### config.mk
export PLATFORM = sky130hd
export DESIGN_NAME = laguerre_recurrence_evaluator
export DESIGN_NICKNAME = d
export VERILOG_FILES = /design/src/design/lre_pkg.sv /design/src/design/lre_cfg.sv /design/src/design/lre_mul.sv /design/src/design/laguerre_recurrence_evaluator.sv
export SDC_FILE = /design/constraint.sdc
export NUM_CORES = 2
export LEC_CHECK = 0
export BUFFER_PORTS_ARGS = -buffer_cell sky130_fd_sc_hd__buf_2
export CORE_UTILIZATION = 55
export DETAILED_ROUTE_END_ITERATION = 8
export GPL_TIMING_DRIVEN = 0
export PLACE_DENSITY = 0.74
export SLEW_MARGIN = 10
export SYNTH_ARGS = -nofsm -noshare
export SYNTH_HDL_FRONTEND = slang
export SYNTH_SLANG_ARGS = --single-unit
### constraint.sdc
create_clock -name clk -period 11 [get_ports clk]
set_input_delay 2.2 -clock clk [delete_from_list [all_inputs] [get_ports clk]]
set_output_delay 2.2 -clock clk [all_outputs]
set_load 0.02 [all_outputs]
### src/design/lre_pkg.sv
// lre_pkg: shared types, constants and saturating arithmetic for the
// generalized laguerre recurrence evaluator; no dependencies
package lre_pkg;

	localparam int VAL_W = 64;
	localparam int PT_W = 39;
	localparam int IDX_W = 3;
	localparam int CNT_W = 4;
	localparam int ACC_W = 2 * VAL_W;

	localparam int M_MAX_DEF = 8;
	localparam int N_MAX_DEF = 8;
	localparam logic [CNT_W-1:0] M_COUNT_RST = 4'd8;
	localparam logic [CNT_W-1:0] N_COUNT_RST = 4'd8;

	localparam logic signed [VAL_W-1:0] ONE_Q = 64'sh0000_0001_0000_0000;
	localparam logic signed [VAL_W-1:0] TWO_Q = 64'sh0000_0002_0000_0000;
	localparam logic signed [VAL_W-1:0] SAT_MAX = 64'sh7FFF_FFFF_FFFF_FFFF;
	localparam logic signed [VAL_W-1:0] SAT_MIN = 64'sh8000_0000_0000_0000;

	typedef struct packed {
		logic [CNT_W-1:0] m_count;
		logic [CNT_W-1:0] n_count;
	} cfg_t;

	typedef struct packed {
		logic                    start;
		logic signed [VAL_W-1:0] a;
		logic signed [VAL_W-1:0] b;
	} mul_req_t;

	typedef struct packed {
		logic                    done;
		logic signed [VAL_W-1:0] res;
	} mul_rsp_t;

	// round(2^32 / n) in q32.32
	function automatic logic signed [VAL_W-1:0] recip(input logic [IDX_W-1:0] n);
		logic signed [VAL_W-1:0] r;
		case (n)
			3'd1:    r = 64'sd4294967296;
			3'd2:    r = 64'sd2147483648;
			3'd3:    r = 64'sd1431655765;
			3'd4:    r = 64'sd1073741824;
			3'd5:    r = 64'sd858993459;
			3'd6:    r = 64'sd715827883;
			3'd7:    r = 64'sd613566757;
			default: r = '0;
		endcase
		return r;
	endfunction

	function automatic logic signed [VAL_W-1:0] sat_add(
		input logic signed [VAL_W-1:0] a,
		input logic signed [VAL_W-1:0] b
	);
		logic signed [VAL_W-1:0] s;
		s = a + b;
		if (a[VAL_W-1] == b[VAL_W-1] && s[VAL_W-1] != a[VAL_W-1])
			s = a[VAL_W-1] ? SAT_MIN : SAT_MAX;
		return s;
	endfunction

	function automatic logic signed [VAL_W-1:0] sat_sub(
		input logic signed [VAL_W-1:0] a,
		input logic signed [VAL_W-1:0] b
	);
		logic signed [VAL_W-1:0] s;
		s = a - b;
		if (a[VAL_W-1] != b[VAL_W-1] && s[VAL_W-1] != a[VAL_W-1])
			s = a[VAL_W-1] ? SAT_MIN : SAT_MAX;
		return s;
	endfunction

endpackage

### src/design/lre_cfg.sv
// lre_cfg: apb register file holding m_count and n_count
// depends on lre_pkg
module lre_cfg (
	input  logic                      clk,
	input  logic                      arst_n,
	input  logic                      psel,
	input  logic                      penable,
	input  logic                      pwrite,
	input  logic [2:0]                paddr,
	input  logic [31:0]               pwdata,
	input  logic                      pready,
	output logic [31:0]               prdata,
	output lre_pkg::cfg_t             cfg
);

	localparam logic REG_M_COUNT = 1'b0;
	localparam logic REG_N_COUNT = 1'b1;

	logic [lre_pkg::CNT_W-1:0] m_count_q;
	logic [lre_pkg::CNT_W-1:0] n_count_q;
	logic                      wr_en;

	assign wr_en = psel && penable && pwrite && pready;

	always_ff @(posedge clk or negedge arst_n) begin
		if (!arst_n) begin
			m_count_q <= lre_pkg::M_COUNT_RST;
			n_count_q <= lre_pkg::N_COUNT_RST;
		end else if (wr_en) begin
			case (paddr[2])
				REG_M_COUNT: m_count_q <= pwdata[lre_pkg::CNT_W-1:0];
				REG_N_COUNT: n_count_q <= pwdata[lre_pkg::CNT_W-1:0];
				default: ;
			endcase
		end
	end

	always_comb begin
		case (paddr[2])
			REG_M_COUNT: prdata = {28'b0, m_count_q};
			REG_N_COUNT: prdata = {28'b0, n_count_q};
			default:     prdata = '0;
		endcase
	end

	assign cfg.m_count = m_count_q;
	assign cfg.n_count = n_count_q;

endmodule

### src/design/lre_mul.sv
// lre_mul: q32.32 multiplier, rounded and saturated, built from one shared
// 32x32 multiplier over four partial products; depends on lre_pkg
module lre_mul (
	input  logic              clk,
	input  logic              arst_n,
	input  lre_pkg::mul_req_t req,
	output lre_pkg::mul_rsp_t rsp
);

	logic [lre_pkg::VAL_W-1:0] x_q;
	logic [lre_pkg::VAL_W-1:0] y_q;
	logic                      neg_q;
	logic [2:0]                step_q;
	logic                      run_q;
	logic                      done_q;
	logic [lre_pkg::VAL_W-1:0] prod_s1;
	logic [1:0]                sh_s1;
	logic                      pv_s1;
	logic [lre_pkg::ACC_W-1:0] acc_q;
	logic signed [lre_pkg::VAL_W-1:0] res_q;

	logic [31:0]               x_part;
	logic [31:0]               y_part;
	logic [1:0]                sh_c;
	logic [lre_pkg::VAL_W-1:0] prod_c;
	logic [lre_pkg::VAL_W-1:0] a_mag;
	logic [lre_pkg::VAL_W-1:0] b_mag;
	logic [lre_pkg::VAL_W-1:0] r_mag;
	logic signed [lre_pkg::VAL_W-1:0] fin_c;

	assign a_mag = req.a[lre_pkg::VAL_W-1] ? lre_pkg::VAL_W'(-req.a) : req.a;
	assign b_mag = req.b[lre_pkg::VAL_W-1] ? lre_pkg::VAL_W'(-req.b) : req.b;

	// partial product order: lo*lo, lo*hi, hi*lo, hi*hi
	always_comb begin
		case (step_q)
			3'd0: begin
				x_part = x_q[31:0];
				y_part = y_q[31:0];
				sh_c = 2'd0;
			end
			3'd1: begin
				x_part = x_q[31:0];
				y_part = y_q[63:32];
				sh_c = 2'd1;
			end
			3'd2: begin
				x_part = x_q[63:32];
				y_part = y_q[31:0];
				sh_c = 2'd1;
			end
			3'd3: begin
				x_part = x_q[63:32];
				y_part = y_q[63:32];
				sh_c = 2'd2;
			end
			default: begin
				x_part = '0;
				y_part = '0;
				sh_c = 2'd0;
			end
		endcase
	end

	assign prod_c = {32'b0, x_part} * {32'b0, y_part};

	// accumulator was seeded with half an lsb, so it already holds the rounded sum
	assign r_mag = acc_q[95:32];
	always_comb begin
		if (|acc_q[127:96])
			fin_c = neg_q ? lre_pkg::SAT_MIN : lre_pkg::SAT_MAX;
		else if (neg_q)
			fin_c = (r_mag > 64'h8000_0000_0000_0000) ? lre_pkg::SAT_MIN
			                                          : lre_pkg::VAL_W'(-r_mag);
		else
			fin_c = r_mag[63] ? lre_pkg::SAT_MAX : r_mag;
	end

	always_ff @(posedge clk or negedge arst_n) begin
		if (!arst_n) begin
			run_q <= 1'b0;
			done_q <= 1'b0;
			pv_s1 <= 1'b0;
			step_q <= '0;
		end else begin
			done_q <= 1'b0;
			if (req.start) begin
				run_q <= 1'b1;
				step_q <= '0;
				pv_s1 <= 1'b0;
			end else if (run_q) begin
				step_q <= step_q + 3'd1;
				pv_s1 <= (step_q < 3'd4);
				if (step_q == 3'd5) begin
					run_q <= 1'b0;
					done_q <= 1'b1;
				end
			end
		end
	end

	always_ff @(posedge clk) begin
		if (req.start) begin
			x_q <= a_mag;
			y_q <= b_mag;
			neg_q <= req.a[lre_pkg::VAL_W-1] ^ req.b[lre_pkg::VAL_W-1];
			acc_q <= lre_pkg::ACC_W'(64'h8000_0000);
		end else begin
			if (pv_s1)
				acc_q <= acc_q + (lre_pkg::ACC_W'(prod_s1) << {sh_s1, 5'b0});
		end
		prod_s1 <= prod_c;
		sh_s1 <= sh_c;
		if (run_q && step_q == 3'd5)
			res_q <= fin_c;
	end

	assign rsp.done = done_q;
	assign rsp.res = res_q;

endmodule

### src/design/laguerre_recurrence_evaluator.sv
// laguerre_recurrence_evaluator: top level, sequencer around the shared
// multiplier; depends on lre_pkg, lre_cfg and lre_mul
//
// One point z is taken when start is high and busy is low; the block then
// streams L^m_n(z) for m = 0..m_count-1 (outer) and n = 0..n_count-1 (inner),
// with counts above M_MAX or N_MAX clamped, one value per valid strobe, with
// last on the final value. The receiver cannot stall: each value is on the
// ports for exactly one cycle. Degrees 0 and 1 need no product; every higher
// degree waits on the single 32x32 multiplier, which forms four q32.32
// products per value, each from four partial products. busy stays high
// until the last value is out; a point with a zero count yields nothing.
module laguerre_recurrence_evaluator #(
	parameter int M_MAX = lre_pkg::M_MAX_DEF,
	parameter int N_MAX = lre_pkg::N_MAX_DEF
) (
	input  logic                              clk,
	input  logic                              arst_n,
	input  logic                              psel,
	input  logic                              penable,
	input  logic                              pwrite,
	input  logic [2:0]                        paddr,
	input  logic [31:0]                       pwdata,
	output logic [31:0]                       prdata,
	output logic                              pready,
	input  logic                              start,
	output logic                              busy,
	input  logic signed [lre_pkg::PT_W-1:0]   point,
	output logic                              valid,
	output logic [lre_pkg::IDX_W-1:0]         order_m,
	output logic [lre_pkg::IDX_W-1:0]         order_n,
	output logic signed [lre_pkg::VAL_W-1:0]  value,
	output logic                              last
);

	localparam logic [1:0] ST_IDLE = 2'd0;
	localparam logic [1:0] ST_EVAL = 2'd1;
	localparam logic [1:0] ST_MUL  = 2'd2;

	localparam logic [1:0] OP_T1 = 2'd0;
	localparam logic [1:0] OP_T2 = 2'd1;
	localparam logic [1:0] OP_P1 = 2'd2;
	localparam logic [1:0] OP_P2 = 2'd3;

	lre_pkg::cfg_t     cfg;
	lre_pkg::mul_req_t mul_req;
	lre_pkg::mul_rsp_t mul_rsp;

	logic [1:0]                        state_q;
	logic [1:0]                        op_q;
	logic                              issued_q;
	logic [lre_pkg::IDX_W-1:0]         m_q;
	logic [lre_pkg::IDX_W-1:0]         n_q;
	logic [lre_pkg::CNT_W-1:0]         mc_q;
	logic [lre_pkg::CNT_W-1:0]         nc_q;
	logic signed [lre_pkg::VAL_W-1:0]  z_q;
	logic signed [lre_pkg::VAL_W-1:0]  prev_one_q;
	logic signed [lre_pkg::VAL_W-1:0]  prev_two_q;
	logic signed [lre_pkg::VAL_W-1:0]  d_q;
	logic signed [lre_pkg::VAL_W-1:0]  ta_q;
	logic signed [lre_pkg::VAL_W-1:0]  tb_q;
	logic signed [lre_pkg::VAL_W-1:0]  p1_q;
	logic                              valid_q;
	logic                              last_q;
	logic [lre_pkg::IDX_W-1:0]         order_m_q;
	logic [lre_pkg::IDX_W-1:0]         order_n_q;
	logic signed [lre_pkg::VAL_W-1:0]  value_q;

	logic [lre_pkg::CNT_W-1:0]         mc_c;
	logic [lre_pkg::CNT_W-1:0]         nc_c;
	logic                              accept;
	logic signed [31:0]                mm1_hi;
	logic signed [lre_pkg::VAL_W-1:0]  mm1;
	logic signed [lre_pkg::VAL_W-1:0]  m1_q;
	logic signed [lre_pkg::VAL_W-1:0]  r_n;
	logic                              emit;
	logic signed [lre_pkg::VAL_W-1:0]  emit_v;
	logic                              n_end;
	logic                              m_end;

	lre_cfg u_cfg (
		.clk     (clk),
		.arst_n  (arst_n),
		.psel    (psel),
		.penable (penable),
		.pwrite  (pwrite),
		.paddr   (paddr),
		.pwdata  (pwdata),
		.pready  (pready),
		.prdata  (prdata),
		.cfg     (cfg)
	);

	lre_mul u_mul (
		.clk    (clk),
		.arst_n (arst_n),
		.req    (mul_req),
		.rsp    (mul_rsp)
	);

	assign pready = 1'b1;
	assign busy = (state_q != ST_IDLE);
	assign accept = start && !busy;

	assign mc_c = (cfg.m_count > lre_pkg::CNT_W'(M_MAX)) ? lre_pkg::CNT_W'(M_MAX) : cfg.m_count;
	assign nc_c = (cfg.n_count > lre_pkg::CNT_W'(N_MAX)) ? lre_pkg::CNT_W'(N_MAX) : cfg.n_count;

	// (m - 1) and (m + 1) as q32.32
	assign mm1_hi = $signed({29'b0, m_q}) - 32'sd1;
	assign mm1 = {mm1_hi, 32'b0};
	assign m1_q = {29'b0, m_q, 32'b0} + lre_pkg::ONE_Q;
	assign r_n = lre_pkg::recip(n_q);

	assign n_end = ({1'b0, n_q} == nc_q - 4'd1);
	assign m_end = ({1'b0, m_q} == mc_q - 4'd1);

	// operand select for the shared multiplier
	always_comb begin
		mul_req.start = (state_q == ST_MUL) && !issued_q;
		case (op_q)
			OP_T1: begin
				mul_req.a = d_q;
				mul_req.b = r_n;
			end
			OP_T2: begin
				mul_req.a = mm1;
				mul_req.b = r_n;
			end
			OP_P1: begin
				mul_req.a = ta_q;
				mul_req.b = prev_one_q;
			end
			OP_P2: begin
				mul_req.a = tb_q;
				mul_req.b = prev_two_q;
			end
			default: begin
				mul_req.a = '0;
				mul_req.b = '0;
			end
		endcase
	end

	always_comb begin
		emit = 1'b0;
		emit_v = lre_pkg::ONE_Q;
		case (state_q)
			ST_EVAL: begin
				if (n_q == 3'd0) begin
					emit = 1'b1;
					emit_v = lre_pkg::ONE_Q;
				end else if (n_q == 3'd1) begin
					emit = 1'b1;
					emit_v = lre_pkg::sat_sub(m1_q, z_q);
				end
			end
			ST_MUL: begin
				if (issued_q && mul_rsp.done && op_q == OP_P2) begin
					emit = 1'b1;
					emit_v = lre_pkg::sat_sub(p1_q, mul_rsp.res);
				end
			end
			default: ;
		endcase
	end

	always_ff @(posedge clk or negedge arst_n) begin
		if (!arst_n) begin
			state_q <= ST_IDLE;
			op_q <= OP_T1;
			issued_q <= 1'b0;
			m_q <= '0;
			n_q <= '0;
			mc_q <= '0;
			nc_q <= '0;
			valid_q <= 1'b0;
			last_q <= 1'b0;
		end else begin
			valid_q <= emit;
			last_q <= emit && n_end && m_end;
			case (state_q)
				ST_IDLE: begin
					if (accept) begin
						mc_q <= mc_c;
						nc_q <= nc_c;
						m_q <= '0;
						n_q <= '0;
						if (mc_c != '0 && nc_c != '0)
							state_q <= ST_EVAL;
					end
				end
				ST_EVAL: begin
					if (!emit) begin
						state_q <= ST_MUL;
						op_q <= OP_T1;
						issued_q <= 1'b0;
					end
				end
				ST_MUL: begin
					if (!issued_q) begin
						issued_q <= 1'b1;
					end else if (mul_rsp.done) begin
						issued_q <= 1'b0;
						op_q <= op_q + 2'd1;
					end
				end
				default: state_q <= ST_IDLE;
			endcase
			if (emit) begin
				if (n_end) begin
					n_q <= '0;
					m_q <= m_q + 3'd1;
				end else begin
					n_q <= n_q + 3'd1;
				end
				state_q <= (n_end && m_end) ? ST_IDLE : ST_EVAL;
			end
		end
	end

	always_ff @(posedge clk or negedge arst_n) begin
		if (!arst_n) begin
			z_q <= '0;
			prev_one_q <= '0;
			prev_two_q <= '0;
		end else begin
			if (accept)
				z_q <= lre_pkg::VAL_W'(point);
			if (emit) begin
				prev_two_q <= prev_one_q;
				prev_one_q <= emit_v;
			end
		end
	end

	always_ff @(posedge clk) begin
		if (state_q == ST_EVAL)
			d_q <= lre_pkg::sat_sub(mm1, z_q);
		if (state_q == ST_MUL && issued_q && mul_rsp.done) begin
			case (op_q)
				OP_T1:   ta_q <= lre_pkg::sat_add(lre_pkg::TWO_Q, mul_rsp.res);
				OP_T2:   tb_q <= lre_pkg::sat_add(lre_pkg::ONE_Q, mul_rsp.res);
				OP_P1:   p1_q <= mul_rsp.res;
				default: ;
			endcase
		end
		if (emit) begin
			order_m_q <= m_q;
			order_n_q <= n_q;
			value_q <= emit_v;
		end
	end

	assign valid = valid_q;
	assign last = last_q;
	assign order_m = order_m_q;
	assign order_n = order_n_q;
	assign value = value_q;

	// the final value of a point leaves the block idle
	assert property (@(posedge clk) disable iff (!arst_n) valid && last |-> !busy)
		else $error("busy after final value");

	// the multiplier is only started by a running point
	assert property (@(posedge clk) disable iff (!arst_n) mul_req.start |-> busy)
		else $error("multiplier started while idle");

	// a value is strobed only for a point that was in progress
	assert property (@(posedge clk) disable iff (!arst_n) valid |-> $past(busy))
		else $error("value strobed without a point");

	// a multiplier result arrives only while waiting on it
	assert property (@(posedge clk) disable iff (!arst_n)
		mul_rsp.done |-> (state_q == ST_MUL) && issued_q)
		else $error("unexpected multiplier result");

endmodule

Word-level counts from Yosys, hierarchy flattened. Cells that the tools add are included.

Input bits: 80. Word-level logic and storage cells: 197. Flip-flop bits (word level): 915. Output and inout port bits: 106.

Reduce and logical (&&, ||, !) cells: 47. Shift-type cells: 1. $mul: 1. Order comparisons: 4. Muxes and demuxes: 60. Equal/unequal tests: 30. Add/subtract/negate cells: 17. Bitwise operators: 3.

Operators by type and width (count): $mux 64 (13); $pmux 128 s4 (1); $pmux 33 s7 (1); $neg 64->64 (3); $pmux 32 s2 (3); $mux 63 (3); $add 128x128->128 (1); $pmux 64 s2 (1); $shl 64x7->128 (1); $add 34x64->64 const A (1); $add 35x64->64 const A (1); $gt 64x64->1 const B (1); $mul 32x32->64 (1); $sub 64x64->64 (1); $sub 36x39->40 (1); $sub 37x39->40 (1); $add 35x33->36 const B (1); $reduce_or 32->1 (1); $mux 3 (10); $logic_and 1x1->1 (18); $reduce_and 2->1 (8); $eq 3x3->1 const B (5); $mux 1 (15); $eq 3x2->1 const B (4); other kinds (31) (67).

Logic depth before layout (Yosys ltp).
Word-level depth: 8. Depth in mapped cells: 41.

Modules after synthesis. Synthesis repeated with hierarchy kept, for this count alone.

Cells, all modules: 9425. Area, all modules: 85638.4 µm².

Modules (own cells, without submodules): lre_mul (area an instance 58264.6 µm², cells an instance 6712, times used 1, sequential area each 9829.4 µm²); laguerre_recurrence_evaluator (area an instance 26775.7 µm², cells an instance 2659, times used 1, sequential area each 13803.2 µm²); lre_cfg (area an instance 598.1 µm², cells an instance 54, times used 1, sequential area each 202.7 µm²).

Worst setup path after synthesis. OpenSTA, ideal clock, no wires.

Path kind: register to register. Start: reg u_mul.step_q[0]. End: reg u_mul.prod_s1[63] (netlist bit). Path slack: 0.749 ns. Arrival: 10.130 ns. Required time: 10.879 ns. Cell stages (with the launch flop): 38. Cells stage by stage: dfrtp_1 > clkbuf_1 > clkbuf_1 > clkbuf_1 > inv_1 > ha_1 > a21o_1 > clkbuf_1 > clkbuf_1 > a22oi_1 > clkbuf_1 > nor2_1 > fa_1 > inv_1 > fa_1 > fa_1 > fa_1 > inv_1 > (+2 left out) > fa_1 > inv_1 > fa_1 > inv_1 > fa_1 > inv_1 > ha_1 > clkbuf_1 > nand3_1 > or4_1 > o21ai_0 > nand4_1 > nand3_1 > nand3_1 > a311oi_1 > a41o_1 > a21oi_1 > xnor2_1.

Cells in the longest elaborated chain, start to end: 4. Elaborated cells on any way between the ends: 11. Those cells by class: mul: 1; eq/ne: 3; mux: 2; reduce/logical: 5.

RTL lines: from (decl) (line lre_mul.sv:13) `logic [2:0] step_q;`; from (signal assigned) (line lre_mul.sv:92) `step_q <= step_q + 3'd1;`; $eq 3x2->1 (tied with other cells) (line lre_mul.sv:36) `case (step_q)`; $reduce_or 2->1 (no line); $pmux 32 s2 (line lre_mul.sv:36); $mul 32x32->64 (*) (line lre_mul.sv:65) `assign prod_c = {32'b0, x_part} * {32'b0, y_part};`; named net u_mul.prod_c (one bit) (line lre_mul.sv:25) `logic [lre_pkg::VAL_W-1:0] prod_c;`; to (signal assigned) (line lre_mul.sv:112) `prod_s1 <= prod_c;`; to (decl) (line lre_mul.sv:16) `logic [lre_pkg::VAL_W-1:0] prod_s1;`.

Mark *: on every way through the listed nets, which the timed path passes. The rest lies on a longest branch. A chain may end at the register's enable or synchronous reset.

Final worst setup path.
Start: reg u_mul.step_q[2]. End: reg u_mul.prod_s1[62] (netlist bit).

Same word-level chain as after synthesis.

==> impl_results.md <==
- Routability congestion estimate: 1.14
- RSZ-0062 raised after global routing: no
- # DRC: 0
- Critical path class: reg2reg
- Slew @ Worst Pin: around 1400 ps
- Fmax: a little over 90 MHz
- CTS buffer count: 94
- Design area: approximately 0.094 mm²
- Mean post-synth cell area: 8.98 µm²
- Drt pass-1 iters: 8
- Initial antenna violation count: 12
- Req. time, crit path: 11600 ps
- Primary FF master, synth: edfxtp_1
- Via count: 76500
- CTS sink count: 892
- Synth Warn #: 0
- IO buf count: 126
- Final setup vio count: 0
- Commonest non-fill, non-tap cell in the layout: nor2_1
- Syn Inst Count: 9649
- Number of vias per cell: 6.34
- Most frequent cells in the layout: 1124 x nor2_1, 1090 x nand2_1, 1085 x inv_1
- GRT Total Usage: 0.409
- Die X-Extent: between 300 and 400 µm
- Post-Synthesis Cell Area: about 0.087 mm²
- Clock latency on the worst-skew pair: 760 ps
- Clock-pin slew on the worst setup and hold paths: approximately 60 ps
- Final WL: approximately 330000 µm
- FF+latch count, synth: just under 900
- CTS Buffer Depth: 3
- Vias in the first global route: 74400
- Nets@finish: around 11000
- Max-capacitance violation count: 1
- Share of cells above drive strength 1: 0.0786
- CTS tree: yes
- Worst EP arrival: between 10000 and 15000 ps
- Io pins: ~190
- Final Hold Viols: 0
- Crit path largest cell delay: around 1100 ps
- Period utilisation layout: 0.985
- Rows: 145
- Area after DPL: 0.0904 mm²
- Crit-path slowest cell: nor2_1
- Netlist cell types: 102
- Most used cell, CP: fa_1
- H-tree Lvls: 3
- WL/cell: 27.0 µm
- Initial Util: 0.554
- Crit-path max FO: 10
- Fin. max-slew vios: 0
- Layout area overhead: 8.84%
- Post-DP HPWL: 264000 µm
- CP Launch Type: flip-flop
- Layout Cells excl Fill: 12100
- Max-Slew Margin vs Limit: 0.00835
- Die Area: 0.159 mm²
- Worst hold path type: reg2reg
- Core area: approximately 0.16 mm²
- CTS Root Buffer Type: clkbuf_16
- Outcome: finished with violations
- Largest net degree at the start of global routing: around 110
- Ys async rst share: 0.226
- DRT iter0 DRCs: 10400
- Violated checks: max-capacitance violations
- Overflow after GRT: 0
- Antenna Violating Nets Remaining: 0
- Post-synth EDFFs: ~500
- Clock Skew: a little over 50 ps
- Critical Path Sink Type: flip-flop
- Placed cell count: 11900
- Chip height: 399 µm
- Seq/Total Area, Yosys: 0.275
- Tmin final: 10830 ps
- Global-route wire length before repair: 478000 µm
==> stage by stage <==
step / TNS (ps) / util / hold WS, ps / setup slack, ps
after global routing: 0 / 0.603 / 461 / 1.20
final: 0 / 0.604 / 446 / 168
after global placement: -74710 / 0.576 / 434 / -2820
after CTS: 0 / 0.602 / 447 / 1.80
after detailed placement: -59790 / 0.579 / 432 / -2520
after floorplan: 0 / - / 423 / 749
==> sequential cells by signal, indices dropped and copies added, names as in the netlist, 3 cells and up <==
| register | count |
|---|---|
| u_mul.acc_q | 128 |
| u_mul.prod_s1 | 64 |
| ta_q | 64 |
| u_mul.step_q | 3 |
| z_q | 39 |
| order_m | 3 |
| prev_one_q | 64 |
| p1_q | 64 |
| u_cfg.n_count_q | 4 |
| u_mul.res_q | 64 |
| tb_q | 64 |
| m_q | 3 |
| value | 64 |
| u_cfg.m_count_q | 4 |
| order_n | 3 |
| mc_q | 4 |
| n_q | 3 |
| u_mul.x_q | 64 |
| d_q | 41 |
| prev_two_q | 64 |
| u_mul.y_q | 64 |
| nc_q | 4 |
==> synth_stat cells, drive strengths merged (163+ instances only) <==
library cell,count,area share
a21o,201,0.017
a21oi,578,0.033
clkbuf,486,0.021
dfrtp,200,0.058
dfxtp,194,0.045
edfxtp,496,0.17
fa,900,0.21
ha,497,0.072
inv,1089,0.047
nand2,1091,0.047
nor2,1129,0.049
o21ai,484,0.028
xnor2,276,0.028
xor2,163,0.016
==> critical path: cells and delay by family (launching register included) <==
family	cells	cell delay, ps
buf+inv	7	1730
simple gates	3	1420
compound gates	10	2180
flops	1	590
xor+xnor	1	140
fa+ha+maj	9	4620
==> path summary, 6_finish.rpt <==
kind,start,to,slack [ps],cells past startpoint
worst max-delay path,u_mul.step_q[2],u_mul.prod_s1[62],170,30
worst min-delay path,u_mul.res_q[48],p1_q[48],450,0
worst max register to register,u_mul.step_q[2],u_mul.prod_s1[62],170,30
worst min register to register,u_mul.res_q[48],p1_q[48],450,0
max in group asynchronous,arst_n,prev_one_q[49],8530,3
min in group asynchronous,arst_n,z_q[34],1490,2
==> cell families after synthesis <==
group | Yosys count | synth area share
and+or+nand+nor | 3113 | 0.160
AOI/OAI and AO/OA | 1945 | 0.142
buffers and inverters | 1674 | 0.0757
adders and majority gates | 1397 | 0.280
DFF | 892 | 0.275
xor gates and xnor gates | 439 | 0.0444
muxes | 187 | 0.0224
other | 2 | 0.0000867
==> routing by layer <==
metal | up-vias | part of all wire | track usage
li1 | 32700 | - | -
met5 | - | 0.0011 | 0.00636
met3 | 1134 | 0.15 | 0.160
met1 | 37400 | 0.37 | 0.525
met4 | 22 | 0.071 | 0.234
met2 | 5290 | 0.41 | 0.585
==> cell type report <==
class / instances / area [µm²]
diodes: 4 / 10.0
plain buffers: 564 / 2540
clock buffers: 110 / 2460
clock inverters: 67 / 918
fillers: 13400 / 61900
inverters: 1091 / 4100
multi-input cells: 7110 / 56600
flip-flops and latches: 892 / 23800
well taps: 2058 / 2570
repair buffers: 174 / 1240
==> repair_timing <==
action                                  CTS  global route
endpoints found under the setup margin   45            20
hold buffers                              0             0
buffers inserted                         10            13
gates resized for setup                  98            99
pin swaps                                 8            10
Power is not shown: default switching activity piles up to over one toggle a cycle in this logic, so the estimate is an artifact.
